$ cat config.mk
export PLATFORM = sky130hd
export DESIGN_NAME = i2c_eeprom_master_core
export DESIGN_NICKNAME = d
export VERILOG_FILES = /design/src/rtl/i2cee_pkg.sv /design/src/rtl/i2c_eeprom_master_core.sv /design/src/rtl/i2cee_wbuf.sv /design/src/rtl/i2cee_seq.sv
export SDC_FILE = /design/constraint.sdc
export NUM_CORES = 1
export LEC_CHECK = 0
export BUFFER_PORTS_ARGS = -buffer_cell sky130_fd_sc_hd__buf_2
export CORE_ASPECT_RATIO = 0.8
export CORE_MARGIN = 4
export CORE_UTILIZATION = 25
export DETAILED_ROUTE_END_ITERATION = 12
export PLACE_DENSITY = 0.44
export SYNTH_ARGS = -nofsm -noshare
export SYNTH_HDL_FRONTEND = slang
export SYNTH_SLANG_ARGS = --single-unit
$ cat constraint.sdc
create_clock -name clk -period 5.11 [get_ports clk]
set_clock_uncertainty 0.2 [all_clocks]
set_input_delay 0.2555 -clock clk [delete_from_list [all_inputs] [get_ports clk]]
set_output_delay 0.2555 -clock clk [all_outputs]
set_load 0.005 [all_outputs]
$ cat src/rtl/i2cee_pkg.sv
// ----------------------------------------------------------------------------
// I2C EEPROM master package
// Shared types, register codes and reset values for the I2C EEPROM master.
// ----------------------------------------------------------------------------
package i2cee_pkg;

	// default write buffer depth
	localparam int MAX_BYTES_DEF = 16;

	// configuration register reset values
	localparam logic [6:0]  DEV_ADDR_RST = 7'h50;
	localparam logic [15:0] PHASE_RST    = 16'd1;
	localparam logic [15:0] SS_RST       = 16'd10;
	localparam logic [3:0]  POLLS_RST    = 4'd5;

	// configuration register indexes
	typedef enum logic [1:0] {
		CFG_DEV_ADDR = 2'd0,
		CFG_PHASE    = 2'd1,
		CFG_SS       = 2'd2,
		CFG_POLLS    = 2'd3
	} cfg_idx_t;

	// request codes
	typedef enum logic [1:0] {
		REQ_TICK  = 2'd0,
		REQ_LOAD  = 2'd1,
		REQ_WRITE = 2'd2,
		REQ_READ  = 2'd3
	} req_t;

	// bit sequencer steps
	typedef enum logic [4:0] {
		ST_IDLE      = 5'd0,
		ST_START_A   = 5'd1,
		ST_START_B   = 5'd2,
		ST_BIT_LOW   = 5'd3,
		ST_BIT_DATA  = 5'd4,
		ST_BIT_HIGH  = 5'd5,
		ST_ACK_LOW   = 5'd6,
		ST_ACK_HIGH  = 5'd7,
		ST_ACK_POLL  = 5'd8,
		ST_RX_LOW    = 5'd9,
		ST_RX_HIGH   = 5'd10,
		ST_RX_END    = 5'd11,
		ST_MACK_DATA = 5'd12,
		ST_MACK_HIGH = 5'd13,
		ST_MACK_LOW  = 5'd14,
		ST_STOP_A    = 5'd15,
		ST_STOP_B    = 5'd16,
		ST_STOP_TAIL = 5'd17
	} step_t;

	// role of the byte on the wire
	typedef enum logic [1:0] {
		ROLE_DEVW = 2'd0,
		ROLE_WORD = 2'd1,
		ROLE_DATA = 2'd2,
		ROLE_DEVR = 2'd3
	} role_t;

	// configuration register set
	typedef struct packed {
		logic [6:0]  dev_addr;
		logic [15:0] phase_ticks;
		logic [15:0] ss_ticks;
		logic [3:0]  ack_polls;
	} cfg_t;

	// one result word
	typedef struct packed {
		logic       scl;
		logic       sda_out;
		logic       sda_oe;
		logic       busy;
		logic       rx_valid;
		logic [7:0] rx_data;
		logic       rx_last;
		logic       done;
		logic       ack_error;
	} res_t;

endpackage

$ cat src/rtl/i2c_eeprom_master_core.sv
// ----------------------------------------------------------------------------
// I2C EEPROM master core
// Bit-level I2C master for serial EEPROM byte writes and sequential reads.
// ----------------------------------------------------------------------------
// Every accepted input word is one tick of the bit sequencer: the block takes
// one word per clock and returns exactly one result word for it, in the next
// cycle, from an output register. The input side stalls only while that
// register holds a result that the output side is stalling. Line levels for
// SCL and SDA, the SDA output enable and the status flags in each result are
// those after the tick. Write data bytes are loaded ahead of a write request
// into a buffer of MAX_BYTES entries; configuration writes are taken at any
// time (cfg_ready is always high) and apply from the next bit phase.
module i2c_eeprom_master_core import i2cee_pkg::*; #(
	parameter int MAX_BYTES = MAX_BYTES_DEF
) (
	input  logic        clk,
	input  logic        arst_n,
	// input words
	input  logic        in_valid,
	output logic        in_stall,
	input  logic [1:0]  req_type,
	input  logic        sda_in,
	input  logic [7:0]  word_addr,
	input  logic [4:0]  byte_count,
	input  logic [7:0]  write_byte,
	// result words
	output logic        out_valid,
	input  logic        out_stall,
	output logic        scl,
	output logic        sda_out,
	output logic        sda_oe,
	output logic        busy_res,
	output logic        rx_valid,
	output logic [7:0]  rx_data,
	output logic        rx_last,
	output logic        done_res,
	output logic        ack_error,
	// configuration writes
	input  logic        cfg_valid,
	output logic        cfg_ready,
	input  logic [1:0]  cfg_index,
	input  logic [15:0] cfg_data
);

	localparam int AW = (MAX_BYTES > 1) ? $clog2(MAX_BYTES) : 1;
	localparam int CW = $clog2(MAX_BYTES + 1);

	cfg_t          cfg_q;
	res_t          res, res_q;
	logic          out_valid_q;
	logic          adv;
	logic          buf_wr_en;
	logic [AW-1:0] buf_wr_addr, buf_rd_addr;
	logic [7:0]    buf_wr_data, buf_rd_data;

	assign cfg_ready = 1'b1;
	assign in_stall  = out_valid_q && out_stall;
	assign adv       = in_valid && !in_stall;

	// hold configuration registers
	always_ff @(posedge clk or negedge arst_n) begin
		if (!arst_n) begin
			cfg_q.dev_addr    <= DEV_ADDR_RST;
			cfg_q.phase_ticks <= PHASE_RST;
			cfg_q.ss_ticks    <= SS_RST;
			cfg_q.ack_polls   <= POLLS_RST;
		end else if (cfg_valid && cfg_ready) begin
			case (cfg_idx_t'(cfg_index))
				CFG_DEV_ADDR: cfg_q.dev_addr    <= cfg_data[6:0];
				CFG_PHASE:    cfg_q.phase_ticks <= cfg_data;
				CFG_SS:       cfg_q.ss_ticks    <= cfg_data;
				CFG_POLLS:    cfg_q.ack_polls   <= cfg_data[3:0];
				default: ;
			endcase
		end
	end

	i2cee_wbuf #(
		.MAX_BYTES (MAX_BYTES),
		.AW        (AW)
	) u_wbuf (
		.clk     (clk),
		.wr_en   (buf_wr_en && adv),
		.wr_addr (buf_wr_addr),
		.wr_data (buf_wr_data),
		.rd_addr (buf_rd_addr),
		.rd_data (buf_rd_data)
	);

	i2cee_seq #(
		.MAX_BYTES (MAX_BYTES),
		.AW        (AW),
		.CW        (CW)
	) u_seq (
		.clk         (clk),
		.arst_n      (arst_n),
		.adv         (adv),
		.cfg         (cfg_q),
		.req_type    (req_type),
		.sda_in      (sda_in),
		.word_addr   (word_addr),
		.byte_count  (byte_count),
		.write_byte  (write_byte),
		.buf_rd_data (buf_rd_data),
		.buf_wr_en   (buf_wr_en),
		.buf_wr_addr (buf_wr_addr),
		.buf_wr_data (buf_wr_data),
		.buf_rd_addr (buf_rd_addr),
		.res         (res)
	);

	// output register: load on accept, drop once taken
	always_ff @(posedge clk or negedge arst_n) begin
		if (!arst_n) begin
			out_valid_q <= 1'b0;
		end else if (adv) begin
			out_valid_q <= 1'b1;
		end else if (!out_stall) begin
			out_valid_q <= 1'b0;
		end
	end

	always_ff @(posedge clk) begin
		if (adv) begin
			res_q <= res;
		end
	end

	assign out_valid = out_valid_q;
	assign scl       = res_q.scl;
	assign sda_out   = res_q.sda_out;
	assign sda_oe    = res_q.sda_oe;
	assign busy_res  = res_q.busy;
	assign rx_valid  = res_q.rx_valid;
	assign rx_data   = res_q.rx_data;
	assign rx_last   = res_q.rx_last;
	assign done_res  = res_q.done;
	assign ack_error = res_q.ack_error;

endmodule

$ cat src/rtl/i2cee_wbuf.sv
// ----------------------------------------------------------------------------
// I2C EEPROM master write buffer
// Data byte store: one write port, one registered read port.
// ----------------------------------------------------------------------------
module i2cee_wbuf import i2cee_pkg::*; #(
	parameter int MAX_BYTES = MAX_BYTES_DEF,
	parameter int AW        = (MAX_BYTES > 1) ? $clog2(MAX_BYTES) : 1
) (
	input  logic          clk,
	input  logic          wr_en,
	input  logic [AW-1:0] wr_addr,
	input  logic [7:0]    wr_data,
	input  logic [AW-1:0] rd_addr,
	output logic [7:0]    rd_data
);

	logic [7:0] mem [MAX_BYTES];
	logic [7:0] rd_data_q;

	// write loaded bytes
	always_ff @(posedge clk) begin
		if (wr_en) begin
			mem[wr_addr] <= wr_data;
		end
	end

	// prefetch the entry at the transfer index
	always_ff @(posedge clk) begin
		if (32'(rd_addr) < MAX_BYTES) begin
			rd_data_q <= mem[rd_addr];
		end
	end

	assign rd_data = rd_data_q;

endmodule

$ cat src/rtl/i2cee_seq.sv
// ----------------------------------------------------------------------------
// I2C EEPROM master bit sequencer
// Sequencer state and one tick of next-state logic per accepted word.
// ----------------------------------------------------------------------------
module i2cee_seq import i2cee_pkg::*; #(
	parameter int MAX_BYTES = MAX_BYTES_DEF,
	parameter int AW        = (MAX_BYTES > 1) ? $clog2(MAX_BYTES) : 1,
	parameter int CW        = $clog2(MAX_BYTES + 1)
) (
	input  logic          clk,
	input  logic          arst_n,
	input  logic          adv,
	input  cfg_t          cfg,
	input  logic [1:0]    req_type,
	input  logic          sda_in,
	input  logic [7:0]    word_addr,
	input  logic [4:0]    byte_count,
	input  logic [7:0]    write_byte,
	input  logic [7:0]    buf_rd_data,
	output logic          buf_wr_en,
	output logic [AW-1:0] buf_wr_addr,
	output logic [7:0]    buf_wr_data,
	output logic [AW-1:0] buf_rd_addr,
	output res_t          res
);

	step_t         step_q, n_step, go_step;
	role_t         role_q, n_role;
	logic [3:0]    bit_q, n_bit;
	logic [CW-1:0] bytes_q, n_bytes;
	logic [CW-1:0] fill_q, n_fill;
	logic [CW-1:0] xfer_q, n_xfer;
	logic [7:0]    shift_q, n_shift;
	logic [15:0]   delay_q, n_delay, dly;
	logic [3:0]    poll_q, n_poll, poll_base, poll_dec;
	logic          read_q, n_read;
	logic [7:0]    target_q, n_target;
	logic          scl_q, n_scl, sda_q, n_sda, drive_q, n_drive, err_q, n_err;
	logic          go, poll_do, next_data;
	logic [15:0]   ph, ss;

	assign ph          = (cfg.phase_ticks == '0) ? 16'd1 : cfg.phase_ticks;
	assign ss          = (cfg.ss_ticks == '0) ? 16'd1 : cfg.ss_ticks;
	assign buf_wr_addr = fill_q[AW-1:0];
	assign buf_wr_data = write_byte;
	assign buf_rd_addr = xfer_q[AW-1:0];

	// next state and result for one tick
	always_comb begin
		n_step = step_q; n_role = role_q; n_bit = bit_q; n_bytes = bytes_q;
		n_fill = fill_q; n_xfer = xfer_q; n_shift = shift_q; n_delay = delay_q;
		n_poll = poll_q; n_read = read_q; n_target = target_q; n_scl = scl_q;
		n_sda = sda_q; n_drive = drive_q; n_err = err_q;
		go = 1'b0; go_step = ST_IDLE; poll_do = 1'b0; poll_base = poll_q;
		poll_dec = '0; next_data = 1'b0; buf_wr_en = 1'b0;
		res = '0;
		dly = (delay_q != '0) ? delay_q - 16'd1 : 16'd0;

		if (step_q == ST_IDLE) begin
			// load a byte or open a transaction
			if (req_type == REQ_LOAD) begin
				if (32'(fill_q) < MAX_BYTES) begin
					buf_wr_en = 1'b1;
					n_fill    = fill_q + 1'b1;
				end
			end else if (req_type == REQ_WRITE || req_type == REQ_READ) begin
				n_read   = (req_type == REQ_READ);
				n_target = word_addr;
				n_bytes  = (32'(byte_count) > MAX_BYTES) ? CW'(MAX_BYTES) : CW'(byte_count);
				n_xfer   = '0;
				n_err    = 1'b0;
				n_role   = ROLE_DEVW;
				if (req_type == REQ_WRITE) begin
					n_fill = '0;
				end
				go = 1'b1; go_step = ST_START_A;
			end
		end else if (step_q == ST_ACK_POLL) begin
			poll_do = 1'b1;
		end else begin
			// count down the phase, act on expiry
			n_delay = dly;
			if (dly == '0) begin
				case (step_q)
					ST_START_A: begin go = 1'b1; go_step = ST_START_B; end
					ST_START_B: begin
						n_shift = {cfg.dev_addr, role_q == ROLE_DEVR};
						n_bit   = '0;
						go = 1'b1; go_step = ST_BIT_LOW;
					end
					ST_BIT_LOW:  begin go = 1'b1; go_step = ST_BIT_DATA; end
					ST_BIT_DATA: begin go = 1'b1; go_step = ST_BIT_HIGH; end
					ST_BIT_HIGH: begin
						n_shift = {shift_q[6:0], 1'b0};
						n_bit   = bit_q + 4'd1;
						go = 1'b1;
						go_step = (n_bit >= 4'd8) ? ST_ACK_LOW : ST_BIT_LOW;
					end
					ST_ACK_LOW: begin go = 1'b1; go_step = ST_ACK_HIGH; end
					ST_ACK_HIGH: begin
						n_step    = ST_ACK_POLL;
						poll_do   = 1'b1;
						poll_base = (cfg.ack_polls == '0) ? 4'd1 : cfg.ack_polls;
					end
					ST_RX_LOW: begin go = 1'b1; go_step = ST_RX_HIGH; end
					ST_RX_HIGH: begin
						n_shift = {shift_q[6:0], sda_in};
						n_bit   = bit_q + 4'd1;
						go = 1'b1;
						if (n_bit >= 4'd8) begin
							res.rx_valid = 1'b1;
							res.rx_data  = n_shift;
							res.rx_last  = (bytes_q <= CW'(1));
							if (bytes_q != '0) begin
								n_bytes = bytes_q - 1'b1;
							end
							go_step = ST_RX_END;
						end else begin
							go_step = ST_RX_LOW;
						end
					end
					ST_RX_END:    begin go = 1'b1; go_step = ST_MACK_DATA; end
					ST_MACK_DATA: begin go = 1'b1; go_step = ST_MACK_HIGH; end
					ST_MACK_HIGH: begin go = 1'b1; go_step = ST_MACK_LOW; end
					ST_MACK_LOW: begin
						go = 1'b1;
						if (bytes_q != '0) begin
							n_bit = '0; n_shift = '0; go_step = ST_RX_LOW;
						end else begin
							go_step = ST_STOP_A;
						end
					end
					ST_STOP_A: begin go = 1'b1; go_step = ST_STOP_B; end
					ST_STOP_B: begin
						n_sda = 1'b1;
						if (err_q) begin
							n_step = ST_IDLE; n_delay = '0;
							res.done = 1'b1; res.ack_error = err_q;
						end else begin
							go = 1'b1; go_step = ST_STOP_TAIL;
						end
					end
					default: begin
						n_step = ST_IDLE; n_delay = '0;
						res.done = 1'b1; res.ack_error = err_q;
					end
				endcase
			end
		end

		// sample the ACK slot
		if (poll_do) begin
			if (!sda_in) begin
				n_drive = 1'b1;
				n_scl   = 1'b0;
				go      = 1'b1;
				case (role_q)
					ROLE_DEVW: begin
						n_role = ROLE_WORD; n_shift = target_q; n_bit = '0;
						go_step = ST_BIT_LOW;
					end
					ROLE_WORD: begin
						if (read_q) begin
							n_role = ROLE_DEVR; go_step = ST_START_A;
						end else begin
							next_data = 1'b1;
						end
					end
					ROLE_DATA: next_data = 1'b1;
					default: begin
						if (bytes_q != '0) begin
							n_bit = '0; n_shift = '0; go_step = ST_RX_LOW;
						end else begin
							go_step = ST_STOP_A;
						end
					end
				endcase
			end else begin
				poll_dec = poll_base - 4'd1;
				n_poll   = poll_dec;
				if (poll_dec == '0) begin
					n_err = 1'b1; go = 1'b1; go_step = ST_STOP_A;
				end
			end
		end

		// send the next buffered byte or stop
		if (next_data) begin
			if (bytes_q != '0) begin
				n_bytes = bytes_q - 1'b1;
				n_xfer  = xfer_q + 1'b1;
				n_role  = ROLE_DATA;
				n_shift = buf_rd_data;
				n_bit   = '0;
				go_step = ST_BIT_LOW;
			end else begin
				go_step = ST_STOP_A;
			end
		end

		// enter the new phase: line levels and delay
		if (go) begin
			n_step  = go_step;
			n_delay = ph;
			case (go_step)
				ST_START_A: begin
					n_scl = 1'b1; n_sda = 1'b1; n_drive = 1'b1; n_delay = ss;
				end
				ST_START_B:   begin n_sda = 1'b0; n_delay = ss; end
				ST_BIT_LOW:   begin n_scl = 1'b0; n_drive = 1'b1; end
				ST_BIT_DATA:  n_sda = n_shift[7];
				ST_BIT_HIGH:  n_scl = 1'b1;
				ST_ACK_LOW:   begin n_scl = 1'b0; n_drive = 1'b0; end
				ST_ACK_HIGH:  n_scl = 1'b1;
				ST_RX_LOW:    begin n_scl = 1'b0; n_drive = 1'b0; end
				ST_RX_HIGH:   n_scl = 1'b1;
				ST_RX_END:    n_scl = 1'b0;
				ST_MACK_DATA: begin n_drive = 1'b1; n_sda = (n_bytes == '0); end
				ST_MACK_HIGH: n_scl = 1'b1;
				ST_MACK_LOW:  n_scl = 1'b0;
				ST_STOP_A: begin
					n_scl = 1'b0; n_sda = 1'b0; n_drive = 1'b1; n_delay = ss;
				end
				ST_STOP_B:    begin n_scl = 1'b1; n_delay = ss; end
				default: ;
			endcase
		end

		res.scl     = n_scl;
		res.sda_out = n_sda;
		res.sda_oe  = n_drive;
		res.busy    = (n_step != ST_IDLE);
	end

	// advance the sequencer on each accepted word
	always_ff @(posedge clk or negedge arst_n) begin
		if (!arst_n) begin
			step_q <= ST_IDLE; role_q <= ROLE_DEVW; bit_q <= '0; bytes_q <= '0;
			fill_q <= '0; xfer_q <= '0; shift_q <= '0; delay_q <= '0;
			poll_q <= '0; read_q <= 1'b0; target_q <= '0; scl_q <= 1'b1;
			sda_q <= 1'b1; drive_q <= 1'b1; err_q <= 1'b0;
		end else if (adv) begin
			step_q <= n_step; role_q <= n_role; bit_q <= n_bit; bytes_q <= n_bytes;
			fill_q <= n_fill; xfer_q <= n_xfer; shift_q <= n_shift; delay_q <= n_delay;
			poll_q <= n_poll; read_q <= n_read; target_q <= n_target; scl_q <= n_scl;
			sda_q <= n_sda; drive_q <= n_drive; err_q <= n_err;
		end
	end

endmodule

# Word level (Yosys, flattened, before mapping)
# Memory sizes are Yosys's and may differ from the RTL's. A register that Yosys moved wholly into a read port is not among the register bits.
# Index checks and enable logic that the tools add are counted.
[word_totals] mem_bits_ro=0 latchBits=0 wordCells=265 reg_bits=127 mem_bits_rw=128 n_memories=1
[memory_table] name="u_wbuf.mem" depth=16 word_bits=8 read_ports=1 rd_ports_with_merged_regs=1 write_ports=1 line_no="i2cee_wbuf.sv:17" rtl="logic [7:0] mem [MAX_BYTES];"
[classes] n_div=0 n_addsub=6 eq_ne=44 multipliers=0 reduce_logical=40 magnitude_cmp=4 shifts=0 bitwise_logic=4 n_mux=137
[ops] operator="two-way mux 5 bit" n=35
[ops] operator="two-way mux 16 bit" n=9
[ops] operator="equality test 5 x 4 -> 1 bit, second input constant" n=15
[ops] operator="two-way mux 8 bit" n=9
[ops] operator="one-hot mux 5 bit (14 select lines)" n=1
[ops] operator="two-way mux 4 bit" n=15
[ops] operator="zero test 16 bit" n=3
[ops] operator="two-way mux 1 bit" n=41
[ops] operator="equality test 5 x 3 -> 1 bit, second input constant" n=8
[ops] operator="one-hot mux 16 bit (2 select lines)" n=1
[ops] operator="one-hot mux 8 bit (4 select lines)" n=1
[ops] operator="one-hot mux 5 bit (3 select lines)" n=2
[ops] operator="equality test 5 x 2 -> 1 bit, second input constant" n=4
[ops] operator="two-way mux 2 bit" n=10
[ops] operator="one-hot mux 8 bit (2 select lines)" n=1
[ops] operator="nonzero test 16 bit" n=1
[ops] operator="subtractor 16 x 1 -> 16 bit, second input constant" n=1
[ops] operator="OR reduction 14 bit" n=1
[ops] operator="OR reduction 13 bit" n=1
[ops] operator="equality test 2 bit, second input constant" n=6
[ops] operator="one-hot mux 4 bit (3 select lines)" n=1
[ops] operator="OR reduction 4 bit" n=3
[ops] operator="OR reduction 6 bit" n=2
[ops] operator="adder 5 x 1 -> 5 bit, second input constant" n=2
[ops] operator="34 further kinds" n=62

# Longest topological paths before layout
# Gate-level depths: netlist (run 1).
[depth] depth_word=16 ltp_mapped=25

# Modules after synthesis
# A second synthesis (run 1) with hierarchy kept.
[unflattened] hier_cells=1062 area_unflattened_um2=13045.0
[by_module_without_submodules] mod="i2cee_seq" seq_area_each_um2=1655.3 cells_per_inst=717 area_each_um2=5699.2 instances=1
[by_module_without_submodules] mod="i2cee_wbuf" seq_area_each_um2=4003.8 cells_per_inst=229 area_each_um2=5147.4 instances=1
[by_module_without_submodules] mod="i2c_eeprom_master_core" seq_area_each_um2=1590.3 cells_per_inst=116 area_each_um2=2198.4 instances=1

# Worst setup path after synthesis (run 1)
# No wires, ideal clock.
[synth_timing] kind="register to register" from="reg u_seq.delay_q[0]" to="reg u_seq.delay_q[15]" arrival_time_ps=5173 t_required_ps=4784 path_slack_ps=-389 setup_ps=126 path_stages_with_launch=24 cell_sequence="dfrtp_1 -> inv_1 -> ha_1 -> or4b_1 -> or4b_1 -> a211oi_2 -> nand3_1 -> o31ai_4 -> and2_0 -> clkbuf_1 -> nor2_1 -> a21oi_1 -> inv_1 -> ha_1 -> xor2_1 -> or2_2 -> or2_2 -> o41ai_1 -> o22ai_1 -> o211a_1 -> nor3_2 -> o22a_4 -> nor3_4 -> a221o_1"
[synth_between] elab_chain_len=16 elab_cells_between_ends=43 cone_classes="add/sub: 2; eq/ne: 6; mux: 30; reduce/logical: 5"
[synth_rtl] item="start: declaration" line_no="i2cee_seq.sv:34" rtl="logic [15:0] delay_q, n_delay, dly;"
[synth_rtl] item="start signal: assignment" line_no="i2cee_seq.sv:244" rtl="fill_q <= n_fill; xfer_q <= n_xfer; shift_q <= n_shift; delay_q <= n_delay;"
[synth_rtl] item="subtractor 16 x 1 -> 16 bit / nonzero test 16 bit (equally long branches)" line_no="i2cee_seq.sv:57" rtl="dly = (delay_q != '0) ? delay_q - 16'd1 : 16'd0;"
[synth_rtl] item="two-way mux 16 bit (*)" line_no="i2cee_seq.sv:57"
[synth_rtl] item="zero test 16 bit" line_no="i2cee_seq.sv:83" rtl="if (dly == '0) begin"
[synth_rtl] item="two-way mux 4 bit" line_no="i2cee_seq.sv:83"
[synth_rtl] item="two-way mux 4 bit" line_no="i2cee_seq.sv:78" rtl="end else if (step_q == ST_ACK_POLL) begin"
[synth_rtl] item="two-way mux 4 bit" line_no="i2cee_seq.sv:59" rtl="if (step_q == ST_IDLE) begin"
[synth_rtl] item="subtractor 4 x 1 -> 4 bit" line_no="i2cee_seq.sv:179" rtl="poll_dec = poll_base - 4'd1;"
[synth_rtl] item="zero test 4 bit" line_no="i2cee_seq.sv:181" rtl="if (poll_dec == '0) begin"
[synth_rtl] item="two-way mux 5 bit" line_no="i2cee_seq.sv:181"
[synth_rtl] item="two-way mux 5 bit" line_no="i2cee_seq.sv:153" rtl="if (!sda_in) begin"
[synth_rtl] item="two-way mux 5 bit" line_no="i2cee_seq.sv:152" rtl="if (poll_do) begin"
[synth_rtl] item="two-way mux 5 bit" line_no="i2cee_seq.sv:188" rtl="if (next_data) begin"
[synth_rtl] item="equality test 5 bit (tied with other cells)" line_no="i2cee_seq.sv:205" rtl="case (go_step)"
[synth_rtl] item="OR reduction 4 bit (no line)"
[synth_rtl] item="two-way mux 16 bit" line_no="i2cee_seq.sv:205"
[synth_rtl] item="two-way mux 16 bit" line_no="i2cee_seq.sv:202" rtl="if (go) begin"
# Mark *: on every way between the ends. The rest lies on a longest branch, timed or not. The select of a mux whose other input is x is not followed.
# A chain may end at the register's enable or synchronous reset.

==> results.md, run 1 <==
* Status: complete, but fails checks
* Failing checks: negative setup slack
* Crit path DAT at 5.44 ns
* Height of the die at 213 um
* Worst hold path class: input port to flop
* # setup viols final at 23
* Crit-path cells: inv_2 -> ha_4 -> or4b_4 -> or4b_4 -> a211oi_4 -> buf_4 -> buf_4 -> buf_4 -> buf_4 -> buf_4 -> buf_4 -> buf_4 -> nand3_2 -> o41ai_1 -> buf_4 -> nor4bb_1 -> a211oi_1 -> a21oi_1 -> o221ai_1 -> o2111ai_2 -> a21oi_1
* Largest net degree at the start of global routing at 65
* Final period util at 105%
* Layout cells sized above 1 at 31.2%
* Final min period at 5.35 ns
* Ranking of synthesized cells by area: edfxtp_1 (33%), dfrtp_1 (19%), mux2_2 (5.2%)
* Count of pins over their slew limit at 0
* Core Area at about 51000 um^2
* GRT Overall Usage at between 10% and 20%
* Comb pwr share at 33.5%
* PnR worst setup slack at -0.238 ns
* CP max-delay cell: o41ai_1
* Number of H-tree levels at 1
* Total power at roughly 7.6 mW
* Vias in the first global route at 9933
* Row cnt at 74
* Yosys top cell area share at 33.0%
* Drt drc at 0
* Syn Inst Count at ~1.1k
* Dominant cell by count in the synthesized netlist: edfxtp_1
* Initial antenna violation count at 0
* Clk sink count at 262
* Critical path class: flop to flop
* Worst Path Buf+Inv at 9
* Placer's final routability congestion estimate at 0.865
* Sequential share of the synthesized area at 55.3%
* Final hold violation count at 0
* Post-synth top cells: edfxtp_1 (144), nand2_1 (113), dfrtp_1 (100)
* Synth Area per Inst at ~12 um^2
* RSZ-0062 raised after global routing: true
* Switching share of power at between 30% and 40%
* TritonRoute pass-1 iters at 5
* Startpoint types: flop
* Delay-heaviest family, CP: compound AO/OA/AOI/OAI gates
* N_diodes at 0
* Worst Path Required at 5.20 ns
* Layout Cells excl Fill at 2019
* Final HPWL DP at 29400 um
* Final WL at slightly above 40000 um
* Worst hold slack at 0.0901 ns
* First DRT Iteration DRCs at between 700 and 800
* Post-route cell area at between 15000 and 20000 um^2
* CTS max path bufs at 3
* Vias per std cell at 4.95
* Clock group share of total power at 29.4%
* Yosys warnings at 0
* Max-slew headroom at 34.8%
* Fill cells at 5194
* Leakage at 6.25 nW
* CP max FO at 6
* Slowest Stage Delay on Critical Path at 0.66 ns
* Crit. End Element: flop
* Syn-to-layout area delta at 28.9%
* Starting Density at 25.5%
* Sequential power share at between 30% and 40%
* Clk Tree Root Cell: clkbuf_16
* CTS Buf Count at 29
* Post-DP Area at between 10000 and 15000 um^2
* Synthesized cell area at 13100 um^2
* Highest clock rate at 187 MHz
* CTS tree: done
* First-pass GRT wire length at a little over 60000 um
* Multi-input gate area at around 5900 um^2
* Clk pin slew, worst setup/hold paths at 0.06 ns
* GRT Residual Overflow at 0
* P per Cell Area at 449 nW/um^2
* Internal power at 4.99 mW
* DR WL/cell at 20.3 um
* Total nets after synthesis at 1172
* Most used cell, CP: buf_4
* Synth cell types at 97
* Most area-hungry cell type in the Yosys netlist: edfxtp_1
* Die area at ~56000 um^2
* Port bufs at 64
* I/O pin count at 66
* Slew @ Worst Pin at 0.978 ns
* Sum Neg Setup Slack at -3.30 ns
* Net Switching at approximately 2.6 mW
* Via count at roughly 10k
* Placed insts at around 1.9k
* EDFF count, synth at 144
* Worst-Skew Late Latency at roughly 0.58 ns
* DRT antenna net count at 0
* Yosys reg bits at 262
* Fin nets at 1376
* Worst VDD drop at 0.287 mV
* Total of max-cap violations at 0
* Synth async-reset ratio at 42.0%
* Chip width at 264 um
* Register area at 7250 um^2
* Synth Flop Type: edfxtp_1
power groups by stage:
stage                     clock network (mW)  registers [mW]  logic (mW)
after detailed placement                   0            2.85        2.23
after global placement                     0            2.85        2.22
after CTS                               2.31            2.81        2.33
after global routing                    2.39            2.86        2.77
final                                   2.23            2.82        2.54
after floorplan                            0            2.73        1.44
layout make-up:
type | instances | area share, %
clock buffer | 35 | 4.61
clock inverter | 19 | 1.47
multi-input combinational | 771 | 35.1
tap | 684 | 5.07
sequential | 262 | 42.9
timing repair buffer | 228 | 10.3
inverter | 20 | 0.444
through the flow:
stage | util (%) | worst slack, ns
final | 32.8 | -0.238
after global routing | 32.8 | -0.473
after CTS | 32.0 | -0.166
after detailed placement | 28.8 | -0.398
after global placement | 28.8 | -0.231
after floorplan | - | -0.142
path summary, 6_finish.rpt:
path / cells past startpoint / endpoint / start / slack (ns)
setup / recovery: 21 / sda_out / u_seq.delay_q[1] / -0.24
hold / removal: 4 / cfg_q[42] / cfg_index[1] / 0.09
setup reg to reg: 21 / sda_out / u_seq.delay_q[1] / -0.24
hold reg to reg: 2 / u_seq.shift_q[7] / u_seq.shift_q[7] / 0.28
max in group asynchronous: 3 / cfg_q[34] / arst_n / 3.32
min in group asynchronous: 2 / out_valid / arst_n / 0.16
worst reg2reg max path: cells and delay by family, from the launching register on:
kind                     cells  cell delay [ns]
AND/OR/NAND/NOR              4             1.47
buffers and inverters        9             0.99
adder cells (fa/ha/maj)      1             0.27
AO/OA/AOI/OAI                7             1.83
flip-flops                   1             0.35
registers in the layout, summed over array words and instances, names as in the netlist, 2 cells and up:
| register | cells |
|---|---|
| u_seq.bit_q | 4 |
| u_wbuf.rd_data | 8 |
| u_wbuf.mem | 128 |
| u_seq.fill_q | 5 |
| u_seq.shift_q | 8 |
| rx_data | 8 |
| u_seq.delay_q | 16 |
| u_seq.role_q | 2 |
| u_seq.bytes_q | 5 |
| u_seq.step_q | 5 |
| u_seq.poll_q | 4 |
| u_seq.target_q | 8 |
| u_seq.xfer_q | 4 |
| cfg_q | 43 |
per-layer routing:
| metal | GRT usage, % | up-vias | share of wire (%) |
|---|---|---|---|
| met2 | 21.1 | 232 | 42 |
| met3 | 2.48 | 38 | 4.8 |
| met4 | 2.37 | 0 | 1.6 |
| li1 | - | 4683 | - |
| met1 | 22.1 | 5038 | 51 |
| met5 | 0 | - | 0 |
logic make-up after synthesis:
logic type | after synthesis | share of synthesized area (%)
AND/OR/NAND/NOR | 353 | 14.3
AO/OA/AOI/OAI | 282 | 15.3
flip-flops | 262 | 55.3
multiplexers | 108 | 10.3
buffers and inverters | 75 | 2.40
adder cells (fa/ha/maj) | 18 | 1.70
XOR/XNOR | 9 | 0.601
other | 1 | 0.0286
layout by cell type (no fill, tap or decap), types with 18 or more instances in the layout:
master         synthesis  layout
mux2_2                60      60
buf_4                  4     107
o21ai_0               76      67
dfrtp_1              100      99
mux2i_1               32      31
nor2_1                54      52
nand2_1              113     107
o211ai_1              29      29
dlygate4sd3_1          0      41
buf_2                  8      63
inv_1                 20      18
clkbuf_16              0      29
edfxtp_1             144     144
a21oi_1               41      37
nor3_1                23      20
nor4_1                21      19
a22oi_1               22      21
repair_timing:
item                                    CTS  global route
hold buffers                             41             0
buffers inserted                         14            12
pin swaps                                24            19
endpoints found under the hold margin   249             0
cloned                                    1             0
gates resized for setup                  24            67
endpoints found under the setup margin   28            31
No activity file was read; power rests on OpenSTA's default activity.
==> run 2, diff against run 1 <==
CELL_PAD_IN_SITES_DETAIL_PLACEMENT = 1   (was not set)
CELL_PAD_IN_SITES_GLOBAL_PLACEMENT = 1   (was not set)
PLACE_DENSITY = 0.5   (was 0.44)
==> results.md, run 2 (same netlist as run 1, synthesis figures left out) <==
* Placer's final routability congestion estimate at 0.848
* Worst Path Required at 5.36 ns
* CP max FO at 6
* Height of the die at about 210 um
* Total of max-cap violations at 0
* Startpoint types: flop
* CTS Buf Count at 30
* Layout cells sized above 1 at between 20% and 30%
* Slowest Stage Delay on Critical Path at roughly 0.49 ns
* Worst hold slack at 0.0990 ns
* Largest Register: u_wbuf.mem
* Failing checks: negative setup slack
* Placed insts at 1909
* Starting Density at between 20% and 30%
* # setup viols final at 10
* Sum Neg Setup Slack at -0.450 ns
* Clk Tree Root Cell: clkbuf_16
* TritonRoute pass-1 iters at 5
* N_diodes at 0
* PnR worst setup slack at -0.0711 ns
* Most common cell after layout, fill and taps aside: edfxtp_1
* Vias in the first global route at 10.6k
* Clk pin slew, worst setup/hold paths at 0.07 ns
* Worst hold path class: input port to flop
* DRT antenna net count at 0
* GRT Residual Overflow at 0
* Leakage at 6.18 nW
* Place WS at -0.391 ns
* Initial antenna violation count at 0
* Vias per std cell at 5.01
* Final period util at 101%
* Cell count of the worst hold path at 4
* Port bufs at 64
* Min-delay src: cfg_index[1]
* Path depth of the worst reg2reg path at 22
* P per Cell Area at between 400 and 500 nW/um^2
* I/O pin count at 66
* Most frequent cells in the layout: edfxtp_1 (144), buf_4 (120), nand2_1 (109), dfrtp_1 (99), o21ai_0 (73)
* Crit path DAT at approximately 5.4 ns
* CP max-delay cell: or4b_4
* Final HPWL DP at 31400 um
* GRT Overall Usage at between 10% and 20%
* First DRT Iteration DRCs at 745
* Largest net degree at the start of global routing at 67
* Die area at 56200 um^2
* CTS max path bufs at 3
* Largest regs: u_wbuf.mem: 128 flops, cfg_q: 43 flops, u_seq.delay_q: 16 flops
* Slew @ Worst Pin at between 0.9 and 1 ns
* Worst-Skew Late Latency at roughly 0.60 ns
* Fill cells at 5675
* Final hold violation count at 0
* CP Launch Point: u_seq.delay_q[0]
* Max-slew headroom at 34.5%
* Layout Cells excl Fill at around 2k
* Critical path class: flop to flop
* R2R Path Start: u_seq.delay_q[0]
* Status: complete, but fails checks
* Core Area at 51500 um^2
* Via count at ~10k
* Row cnt at 74
* Count of pins over their slew limit at 0
* Highest clock rate at 193 MHz
* RSZ-0062 raised after global routing: true
* Number of H-tree levels at 1
* Chip width at around 260 um
* Fin nets at 1384
* Syn-to-layout area delta at 27.1%
* First-pass GRT wire length at slightly below 70000 um
* Final min period at 5.18 ns
* Crit-path cells: inv_2 -> ha_4 -> or4b_4 -> or4b_4 -> a211oi_2 -> nand3_1 -> o31ai_4 -> and2_4 -> nor2_4 -> a21oi_4 -> inv_2 -> ha_4 -> xor2_2 -> or2_4 -> or2_4 -> o41ai_4 -> o22ai_2 -> o211a_4 -> nor3_4 -> o22a_4 -> nor3_4 -> a221o_1
* Drt drc at 0
* Clk sink count at 262
* DR WL/cell at 21.8 um
* CTS tree: done
* Crit. End Element: flop
* Largest register FFs at 128
* Worst VDD drop at 0.248 mV
* Final WL at 44100 um
[run 2: cell count changes in the layout (fill, tap and decap cells not counted), sizes merged]
cell	before	now
clkinvlp	4	2
bufinv	5	0
inv	23	22
buf	187	194
clkinv	7	10
clkbuf	35	37
[run 2: cell type report]
cell class / instances / area, um^2 / share of cell area [%]
well taps: 684 / 856 / 5.14
clock buffers: 37 / 787 / 4.72
flip-flops and latches: 262 / 7250 / 43.5
clock inverters: 14 / 103 / 0.616
repair buffers: 235 / 1760 / 10.6
inverters: 20 / 75.1 / 0.451
multi-input cells: 771 / 5830 / 35.0
[run 2: through the flow]
step	power (mW)	area (um^2)	utilization [%]
after floorplan	4.17	13200	-
after global placement	5.12	14900	29.0
after detailed placement	5.15	14900	29.0
after CTS	7.30	16500	32.0
after global routing	7.75	16700	32.4
final	7.32	16700	32.4
[run 2: where the power goes]
group	switching (mW)	total, mW	internal, mW
logic	1.43	2.50	1.07
registers	0.305	2.83	2.53
clock network	0.892	1.98	1.09
total	2.63	7.32	4.69
[run 2: critical path, delay by kind of cell (launching register included)]
| kind | cells | cell delay (ns) |
|---|---|---|
| XOR/XNOR | 1 | 0.15 |
| flip-flops | 1 | 0.37 |
| adder cells (fa/ha/maj) | 2 | 0.42 |
| buffers and inverters | 2 | 0.12 |
| AND/OR/NAND/NOR | 9 | 2.19 |
| AO/OA/AOI/OAI | 8 | 1.59 |
[run 2: per-layer routing]
metal  GRT usage, %  vias up  wire (um)
met5              0        -          0
met2           22.9      178      18600
met3           2.03       47       1550
met1           24.1     5232      23100
met4           3.08        0        776
li1               -     4684          -
[run 2: timing repair]
action / 4_1_cts / 5_1_grt
buffers inserted: 15 / 5
endpoints found under the hold margin: 244 / 0
pin swaps: 20 / 19
gates cloned: 1 / 1
hold buffers: 41 / 0
setup endpoints to repair: 27 / 28
gates resized for setup: 26 / 33
[run 2: worst paths after layout]
path / endpoint / slack, ns
max in group asynchronous: u_seq.xfer_q[0] / 3.34
min in group asynchronous: cfg_q[28] / 0.18
hold reg to reg: u_seq.drive_q / 0.28
setup reg to reg: u_seq.delay_q[12] / -0.07
hold / removal: cfg_q[42] / 0.1
setup / recovery: u_seq.delay_q[12] / -0.07
